--- src/hw/rtl/match_timer_with_prescaler_assert.svh ---
// Assertion macros shared by the timer RTL.
`ifndef MATCH_TIMER_WITH_PRESCALER_ASSERT_SVH
`define MATCH_TIMER_WITH_PRESCALER_ASSERT_SVH

// Clocked check, switched off while reset is held.
`define MTP_ASSERT(lbl, prop, msg) \
	lbl: assert property (@(posedge clk) disable iff (!arst_n) prop) else $error(msg);

// Clocked check that also holds during reset.
`define MTP_ASSERT_ALWAYS(lbl, prop, msg) \
	lbl: assert property (@(posedge clk) prop) else $error(msg);

`endif

--- src/hw/rtl/mtp_pkg.sv ---
// Shared types and register map constants of the match timer.
package mtp_pkg;

	localparam int unsigned DATA_W = 32;

	localparam logic [1:0] KIND_READ  = 2'd0;
	localparam logic [1:0] KIND_WRITE = 2'd1;
	localparam logic [1:0] KIND_TICK  = 2'd2;

	localparam logic [7:0] OFS_MATCH   = 8'h24;
	localparam logic [7:0] OFS_COUNT   = 8'h28;
	localparam logic [7:0] OFS_ENABLE  = 8'h2c;
	localparam logic [7:0] OFS_CLEAR   = 8'h30;
	localparam logic [7:0] OFS_DIVIDER = 8'h34;
	localparam logic [7:0] OFS_STATUS  = 8'h88;

	typedef struct packed {
		logic [DATA_W-1:0] read_data;
		logic              match_pulse;
	} mtp_result_t;

endpackage

--- src/hw/rtl/mtp_core.sv ---
// Timer registers, prescaler and counter; one item updated per accepted cycle.
`include "match_timer_with_prescaler_assert.svh"

module mtp_core #(
	parameter int unsigned COUNTER_BITS = 32
) (
	input  logic                clk,
	input  logic                arst_n,
	input  logic                accept,
	input  logic [1:0]          kind,
	input  logic [7:0]          offset,
	input  logic [31:0]         write_data,
	output mtp_pkg::mtp_result_t result
);
	import mtp_pkg::*;

	logic [COUNTER_BITS-1:0] count_q, count_d;
	logic [COUNTER_BITS-1:0] match_q, match_d;
	logic                    run_q, run_d;
	logic                    com_q, com_d;
	logic [1:0]              div_q, div_d;
	logic [1:0]              presc_q, presc_d;
	logic [COUNTER_BITS-1:0] count_inc;
	logic                    hit;

	assign count_inc = count_q + COUNTER_BITS'(1);

	always_comb begin
		count_d            = count_q;
		match_d            = match_q;
		run_d              = run_q;
		com_d              = com_q;
		div_d              = div_q;
		presc_d            = presc_q;
		hit                = 1'b0;
		result.read_data   = '0;
		result.match_pulse = 1'b0;
		case (kind)
			KIND_READ: begin
				case (offset)
					OFS_MATCH:   result.read_data = DATA_W'(match_q);
					OFS_COUNT:   result.read_data = DATA_W'(count_q);
					OFS_ENABLE,
					OFS_STATUS:  result.read_data = DATA_W'({com_q, run_q});
					OFS_DIVIDER: result.read_data = DATA_W'(div_q);
					default:     result.read_data = '0;
				endcase
			end
			KIND_WRITE: begin
				case (offset)
					OFS_MATCH: match_d = write_data[COUNTER_BITS-1:0];
					OFS_ENABLE: begin
						run_d = write_data[0];
						com_d = write_data[1];
					end
					OFS_CLEAR: begin
						count_d = '0;
						presc_d = '0;
					end
					OFS_DIVIDER: div_d = write_data[1:0];
					default: ;
				endcase
			end
			KIND_TICK: begin
				if (run_q) begin
					// a lowered divider never strands the prescaler
					if (presc_q >= div_q) begin
						presc_d = '0;
						hit     = (count_inc == match_q);
						count_d = (hit && com_q) ? '0 : count_inc;
					end else begin
						presc_d = presc_q + 2'd1;
					end
				end
				result.match_pulse = hit;
			end
			default: ;
		endcase
	end

	always_ff @(posedge clk or negedge arst_n) begin
		if (!arst_n) begin
			count_q <= '0;
			match_q <= '0;
			run_q   <= 1'b0;
			com_q   <= 1'b0;
			div_q   <= '0;
			presc_q <= '0;
		end else if (accept) begin
			count_q <= count_d;
			match_q <= match_d;
			run_q   <= run_d;
			com_q   <= com_d;
			div_q   <= div_d;
			presc_q <= presc_d;
		end
	end

	`MTP_ASSERT(a_clear_zeroes, accept && kind == KIND_WRITE && offset == OFS_CLEAR |=> count_q == '0 && presc_q == '0, "clear write left count running")
	`MTP_ASSERT(a_stopped_holds, accept && kind == KIND_TICK && !run_q |=> $stable(count_q) && $stable(presc_q), "stopped timer moved")
	`MTP_ASSERT(a_match_clears, accept && result.match_pulse && com_q |=> count_q == '0, "clear-on-match did not zero count")

endmodule

--- src/hw/rtl/match_timer_with_prescaler.sv ---
// Top level of the match timer: input handshake, result register and skid stage.
//
// Use: each input item is a bus read, a bus write or one timer tick, given on
// kind, offset and write_data with in_valid; it is taken on a rising edge with
// in_valid high and in_stall low. Every item yields exactly one result item
// (read_data, match_pulse) on the output channel, taken on an edge with
// out_valid high and out_stall low.
// An accepted item reaches out_valid in the next cycle when the output is free.
// Throughput: one item per cycle while in_stall is low; the register update and
// decode are one pass of logic from the accepted item to the result register.
// A stalled receiver fills the output register, then the one-entry skid
// stage; in_stall rises only once both hold a result, and falls as soon as
// the receiver takes one.
// Reset (arst_n low, asynchronous) zeroes count, match, enable bits, divider
// and prescaler, and drops both result entries.
`include "match_timer_with_prescaler_assert.svh"

module match_timer_with_prescaler #(
	parameter int unsigned COUNTER_BITS = 32
) (
	input  logic        clk,
	input  logic        arst_n,
	input  logic        in_valid,
	output logic        in_stall,
	input  logic [1:0]  kind,
	input  logic [7:0]  offset,
	input  logic [31:0] write_data,
	output logic        out_valid,
	input  logic        out_stall,
	output logic [31:0] read_data,
	output logic        match_pulse
);
	import mtp_pkg::*;

	logic        accept;
	logic        out_take;
	logic        load_out;
	mtp_result_t new_res;
	mtp_result_t out_q;
	mtp_result_t skid_q;
	logic        out_valid_q;
	logic        skid_valid_q;

	assign in_stall = skid_valid_q;
	assign accept   = in_valid && !in_stall;
	assign out_take = out_valid_q && !out_stall;
	assign load_out = !out_valid_q || out_take;

	mtp_core #(
		.COUNTER_BITS(COUNTER_BITS)
	) u_core (
		.clk       (clk),
		.arst_n    (arst_n),
		.accept    (accept),
		.kind      (kind),
		.offset    (offset),
		.write_data(write_data),
		.result    (new_res)
	);

	always_ff @(posedge clk or negedge arst_n) begin
		if (!arst_n) begin
			out_valid_q  <= 1'b0;
			skid_valid_q <= 1'b0;
		end else if (load_out) begin
			if (skid_valid_q) begin
				out_valid_q  <= 1'b1;
				skid_valid_q <= accept;
			end else begin
				out_valid_q  <= accept;
			end
		end else if (accept) begin
			skid_valid_q <= 1'b1;
		end
	end

	// payload path, no reset needed
	always_ff @(posedge clk) begin
		if (load_out) begin
			if (skid_valid_q) begin
				out_q <= skid_q;
				if (accept)
					skid_q <= new_res;
			end else if (accept) begin
				out_q <= new_res;
			end
		end else if (accept) begin
			skid_q <= new_res;
		end
	end

	assign out_valid   = out_valid_q;
	assign read_data   = out_q.read_data;
	assign match_pulse = out_q.match_pulse;

	`MTP_ASSERT_ALWAYS(a_skid_behind_out, skid_valid_q |-> out_valid_q, "skid item without output item")
	`MTP_ASSERT(a_accept_shows, accept && !out_valid_q |=> out_valid_q, "accepted item not presented")
	`MTP_ASSERT(a_drain_empties, out_take && !skid_valid_q && !accept |=> !out_valid_q, "result shown twice")

endmodule

--- config.mk ---
export PLATFORM = sky130hd
export DESIGN_NAME = match_timer_with_prescaler
export DESIGN_NICKNAME = d
export VERILOG_FILES = /design/src/hw/rtl/mtp_pkg.sv /design/src/hw/rtl/mtp_core.sv /design/src/hw/rtl/match_timer_with_prescaler.sv
export VERILOG_INCLUDE_DIRS = /design/src /design/src/hw/rtl
export SDC_FILE = /design/constraint.sdc
export NUM_CORES = 1
export LEC_CHECK = 0
export BUFFER_PORTS_ARGS = -buffer_cell sky130_fd_sc_hd__buf_2
export CAP_MARGIN = 10
export CORE_MARGIN = 8
export CORE_UTILIZATION = 45
export CTS_CLUSTER_DIAMETER = 40
export DETAILED_ROUTE_END_ITERATION = 8
export MAX_ROUTING_LAYER = met4
export PLACE_DENSITY = 0.71
export RECOVER_POWER = 25
export SKIP_CTS_REPAIR_TIMING = 1
export SLEW_MARGIN = 10
export SYNTH_ARGS = -nofsm -noshare
export SYNTH_HDL_FRONTEND = slang
export SYNTH_HIERARCHICAL = 1
export SYNTH_SLANG_ARGS = --single-unit
--- constraint.sdc ---
create_clock -name clk -period 10 [get_ports clk]
set_input_delay 0.5 -clock clk [delete_from_list [all_inputs] [get_ports clk]]
set_output_delay 0.5 -clock clk [all_outputs]
set_load 0.005 [all_outputs]
# Yosys cells after proc, flatten, opt, wreduce, memory -nomap -nowiden
# Cells that the tools add are included.
# W data, S select, Z words.
# word_totals
reg_bits,138
input_bits,46
output_inout_bits,35
# op_classes
add_sub_neg,2
n_lt_le_gt_ge,1
eq_ne,13
n_mux,23
n_reduce_logical,18
# ops
op,count
$mux W33,5
$mux W32,5
$pmux W32 S4,1
$pmux W32 S2,1
$eq A8 B6 Y1 const B,5
$add A32 B1 Y32 const B,1
$eq A32 B32 Y1,1
$reduce_and A3 Y1,3
$eq A8 B8 Y1 const B,1
$ne A2 B1 Y1 const B,4
$mux W1,7
$mux W2,3
$reduce_bool A2 Y1,3
$reduce_and A5 Y1,1
$pmux W2 S2,1
$reduce_and A4 Y1,1
$logic_and A1 B1 Y1,3
$logic_not A1 Y1,3
$add A2 B1 Y2 const B,1
$eq A2 B1 Y1 const B,1
$eq A2 B2 Y1 const B,1
$ge A2 B2 Y1,1
$logic_not A2 Y1,1
$reduce_and A2 Y1,1
2 further kinds,2

# Logic depth before layout (Yosys ltp)
# depth
word_depth,8
ltp_mapped,12

# Cells and area by module
# The synthesis kept the hierarchy.
# by_module_without_submodules
mod,n_inst,cells_each,area_per_inst_um2
mtp_core,1,563,4962.3
match_timer_with_prescaler,1,110,2542.4

# Worst setup path after synthesis
# No wires, ideal clock.
# synth_timing
path_type,reg2reg
startpoint,register u_core.count_q[1]
endpoint,register u_core.count_q[21]
setup_time_ns,0.121
t_arrival_ns,3.194
required_time_ns,9.879
setup_slack_ns,6.685
stages_incl_launch_ff,13
path_buffers,2
cell_sequence,dfrtp_1 > ha_1 > nand4_4 > or4_1 > clkbuf_1 > or4_1 > a211o_1 > nand2_1 > nand4_1 > o31ai_4 > nor2_2 > buf_2 > a22o_1
# synth_between
elab_chain_cells,7
# synth_lines
item,line,rtl
"start, declared",mtp_core.sv:17,"logic [COUNTER_BITS-1:0] count_q, count_d;"
"start signal, assigned",mtp_core.sv:90,count_q <= count_d;
$add A32 B1 Y32 (*),mtp_core.sv:26,assign count_inc = count_q + COUNTER_BITS'(1);
$eq A32 B32 Y1,mtp_core.sv:69,hit = (count_inc == match_q);
$logic_and A1 B1 Y1,mtp_core.sv:70,count_d = (hit && com_q) ? '0 : count_inc;
$mux W32 (*),mtp_core.sv:70,
$mux W32 (*),mtp_core.sv:67,if (presc_q >= div_q) begin
$mux W32 (*),mtp_core.sv:65,if (run_q) begin
$pmux W32 S2 (*),mtp_core.sv:38,case (kind)
# Every way passes the cells marked *; elsewhere a longest branch is shown, timed or not. The select of a mux whose other input is x is not followed.
# A chain may end at the register's enable or synchronous reset.

# Worst setup path after layout
# layout_timing
startpoint,register u_core.count_q[0]
endpoint,register u_core.count_q[29]
# Same word-level chain as after synthesis.

==> results.toml <==
[run_status]
status = "finished with violations"
violations = "capacitance limit, slew limit"

[synth]
yosysSeqAreaShare = 0.5042
synth_seq_cells = 138
synth_warnings = 6
synth_fp_nets = 722
ys_async_sr_fraction = 0.5217
synth_cells = 673
ys_types = 65
netlist_area_mm2 = 0.007505
synth_edf_count = 66
avgSynthCellArea_um2 = 11.15
synthFlopType = "dfrtp_1"

[setup_path]
cp-startpoint = "u_core/count_q[0]$_DFFE_PN0P_"
rr_startpoint = "u_core/count_q[0]$_DFFE_PN0P_"
cp_max_fo = 20
cp-end-kind = "flip-flop"
rr_worst_depth = 11
cp.arrival_ns = 4.91
worstSetupPathType = "reg -> reg"
crit_chain = "ha_1 -> nand4_4 -> nor4_1 -> nand3_1 -> xnor2_1 -> and4_1 -> nand4b_1 -> o31ai_4 -> buf_4 -> nor2_2 -> a221o_1"
worst_path_max_delay_cell = "nor4_1"
slowest_delay_ns = 0.82
crit_path_start_kind = "flip-flop"
crit_required_ns = 10.30

[route]
drc_errors = 0
num_vias = 5667
wl_met2_mm = 8.860
routedWlPerCell_um = 19.69
firstDrtPassIters = 6
wl_mm = 18.88
viasPerCell = 5.909
initialDrtViolationCount = 593
highest_layer = "met4"
wl_met3_mm = 1.457
met1_length_mm = 8.336
ant_nets = 0

[grt]
grt_pass1_wl_mm = 30.59
grt-ovfl-total = 0
grt_pass1_vias = 5607
track_usage = 0.1865
grt_max_degree = 73
antenna_found_initial = 0

[power_and_ir_drop]
seqPwrFrac = 0.486
p_switching_mw = 0.2958
power.internal_mw = 0.9999
swShare = 0.2283
power.share.clock = 0.461
p_comb_frac = 0.053
p_leak_nw = 3.470
powerDensity_mw_per_mm2 = 151.0
ir_drop_mv = 0.1209

[placed_design]
hpwl_mm = 13.38
portBuffers = 80
place_ws_ns = 5.407
dp.cells = 926
place.gp.congestion = 0.9215

[finish]
layout.cells.non_filler = 959
nNetsFinal = 775
drive_above_1_share = 0.2706
antenna_cells = 0
synthToLayoutAreaGrowth_pct = 14.37

[clocking]
clk_pin_slew_worst_paths_ns = 0.06
clkLatencyLatePin_ns = 0.42
cts_tree = "done"
h-tree-depth = 4
clock_path_buffers = 2
clkSinkCount = 138
cts_buffers = 17
cts_root_buffer = "clkbuf_16"

[min_path]
min_path_cells = 2
hold_path_class = "in -> reg"
hp-start = "write_data[19]"

[timing]
fin_hold_ws_ns = 0.3042
finalWorstSetupSlack_ns = 5.387
achievable-frequency_mhz = 216.8
slew-limit-headroom = -1.666
post-route-period-util = 0.4613
final-hold-violation-count = 0
post-route-min-period_ns = 4.613
finClkSkew_ns = 0.008382
worst_pin_slew_ns = 3.999
rsz0062_at_grt = "no"
finalSetupTns_ns = 0
setup_viol = 0
slew_violations = 113

[flow_run]
maxCapViolCount = 2

[floorplanning]
num_io_pins = 81
die_x_um = 145.1
initial_core_util = 0.4558
rows = 47
die_y_um = 145.1
die-area_mm2 = 0.02107
core-area_mm2 = 0.01647
routing by layer:
metal / vias to the layer above / global-route usage
li1: 2620 / -
met1: 2792 / 0.2352
met2: 235 / 0.2836
met3: 20 / 0.05255
met4: 0 / 0.06455
met5: - / -
stage by stage:
stage / power (mW) / instance area (µm²) / util
after floorplan: 0.6735 / 7505 / -
after global placement: 0.7071 / 8014 / 0.4867
after detailed placement: 0.7100 / 8014 / 0.4867
after CTS: 1.309 / 8577 / 0.5209
after global routing: 1.339 / 8583 / 0.5213
final: 1.296 / 8583 / 0.5213
flip-flops by register name, summed over array words and instances (netlist names):
register and count:
u_core/com_q 1, u_core/div_q 2, skid_q 33, out_valid 1
u_core/count_q 32, u_core/presc_q 2, match_pulse 1, in_stall 1
read_data 32, u_core/run_q 1, u_core/match_q 32
power by group through the flow:
stage / Clock, mW / Sequential (mW) / Combinational (mW)
after global routing: 0.631 / 0.632 / 0.0755
after CTS: 0.610 / 0.630 / 0.0697
final: 0.598 / 0.629 / 0.0687
after global placement: 0 / 0.639 / 0.0677
after floorplan: 0 / 0.636 / 0.0373
after detailed placement: 0 / 0.640 / 0.0695
Yosys cell counts (all sizes together), types with 2 or more instances:
| cell type | instances | area [µm²] |
|---|---|---|
| nand4 | 19 | 133.9 |
| o211a | 2 | 20.02 |
| a21o | 10 | 75.07 |
| ha | 3 | 37.54 |
| nand2 | 34 | 127.6 |
| a21oi | 21 | 105.1 |
| o31ai | 4 | 43.79 |
| dfrtp | 72 | 1802 |
| a31oi | 2 | 12.51 |
| clkbuf | 33 | 125.1 |
| nor2 | 64 | 242.7 |
| edfxtp | 66 | 1982 |
| mux2 | 73 | 878.4 |
| buf | 21 | 133.9 |
| or4 | 4 | 30.03 |
| nand2b | 3 | 18.77 |
| o31a | 2 | 17.52 |
| nand4b | 2 | 17.52 |
| o21ai | 24 | 120.1 |
| a221o | 2 | 20.02 |
| and4 | 6 | 52.55 |
| and2 | 3 | 18.77 |
| a22o | 13 | 113.9 |
| nand3 | 16 | 80.08 |
| nor2b | 7 | 43.79 |
| inv | 8 | 30.03 |
| or2 | 3 | 18.77 |
| or3 | 9 | 56.30 |
| and3 | 8 | 50.05 |
| a22oi | 32 | 240.2 |
| nor3 | 13 | 70.07 |
| xnor2 | 27 | 236.5 |
| nor4 | 17 | 112.6 |
| a211o | 2 | 17.52 |
| nor3b | 3 | 22.52 |
| o32ai | 2 | 17.52 |
| a222oi | 2 | 20.02 |
| xor2 | 25 | 219.0 |
layout by cell type, fill, tap and decap left out, types with 4 or more instances in the layout:
cell type | Yosys | final
buf_2 | 11 | 77
xor2_1 | 25 | 25
clkbuf_16 | 0 | 17
a22oi_1 | 32 | 32
o21ai_0 | 23 | 23
a22o_1 | 13 | 13
inv_1 | 8 | 8
nand2_1 | 34 | 34
nor4_1 | 16 | 16
nor3_1 | 12 | 11
edfxtp_1 | 66 | 66
a21oi_1 | 21 | 21
xnor2_1 | 27 | 27
a21o_1 | 10 | 10
nor2b_1 | 7 | 7
mux2_4 | 15 | 15
nor2_1 | 63 | 62
dfrtp_1 | 72 | 72
nand4_1 | 18 | 18
mux2_2 | 58 | 58
and3_1 | 8 | 8
nand3_1 | 16 | 16
or4_1 | 4 | 4
clkbuf_1 | 32 | 5
or3_1 | 9 | 9
and4_1 | 6 | 6
buf_4 | 3 | 6
clkinv_4 | 0 | 4
cells by family after synthesis:
| kind of cell | count (synthesis) | share of synthesized area |
|---|---|---|
| and+or+nand+nor | 216 | 0.1522 |
| DFF | 138 | 0.5042 |
| AOI/OAI and AO/OA | 128 | 0.1210 |
| muxes | 74 | 0.1184 |
| buffers and inverters | 62 | 0.03851 |
| xor gates and xnor gates | 52 | 0.06069 |
| adders and majority gates | 3 | 0.005002 |
worst max-delay path: cells and delay by family, from the launching register on:
family                   cells  cell delay (ns)
AO/OA/AOI/OAI                2             1.14
XOR/XNOR                     1             0.23
adder cells (fa/ha/maj)      1             0.43
buffers and inverters        1             0.35
flip-flops                   1             0.48
AND/OR/NAND/NOR              6             1.86
layout make-up:
class	instances	area, µm²
Tap cell	220	275.3
Clock inverter	13	120.1
Timing Repair Buffer	88	460.4
Multi-Input combinational cell	473	3471
Inverter	8	30.03
Sequential cell	138	3784
Fill cell	1437	7883
Clock buffer	19	442.9
worst paths after layout:
kind	endpoint	slack (ns)
max	u_core/count_q[29]$_DFFE_PN0P_	5.39
min	u_core/match_q[19]$_DFFE_PN0P_	0.30
max reg2reg	u_core/count_q[29]$_DFFE_PN0P_	5.39
min reg2reg	u_core/run_q$_DFFE_PN0P_	0.55
max in group asynchronous	u_core/count_q[24]$_DFFE_PN0P_	6.18
min in group asynchronous	u_core/match_q[12]$_DFFE_PN0P_	1.57
No activity file was read; power rests on OpenSTA's default activity.
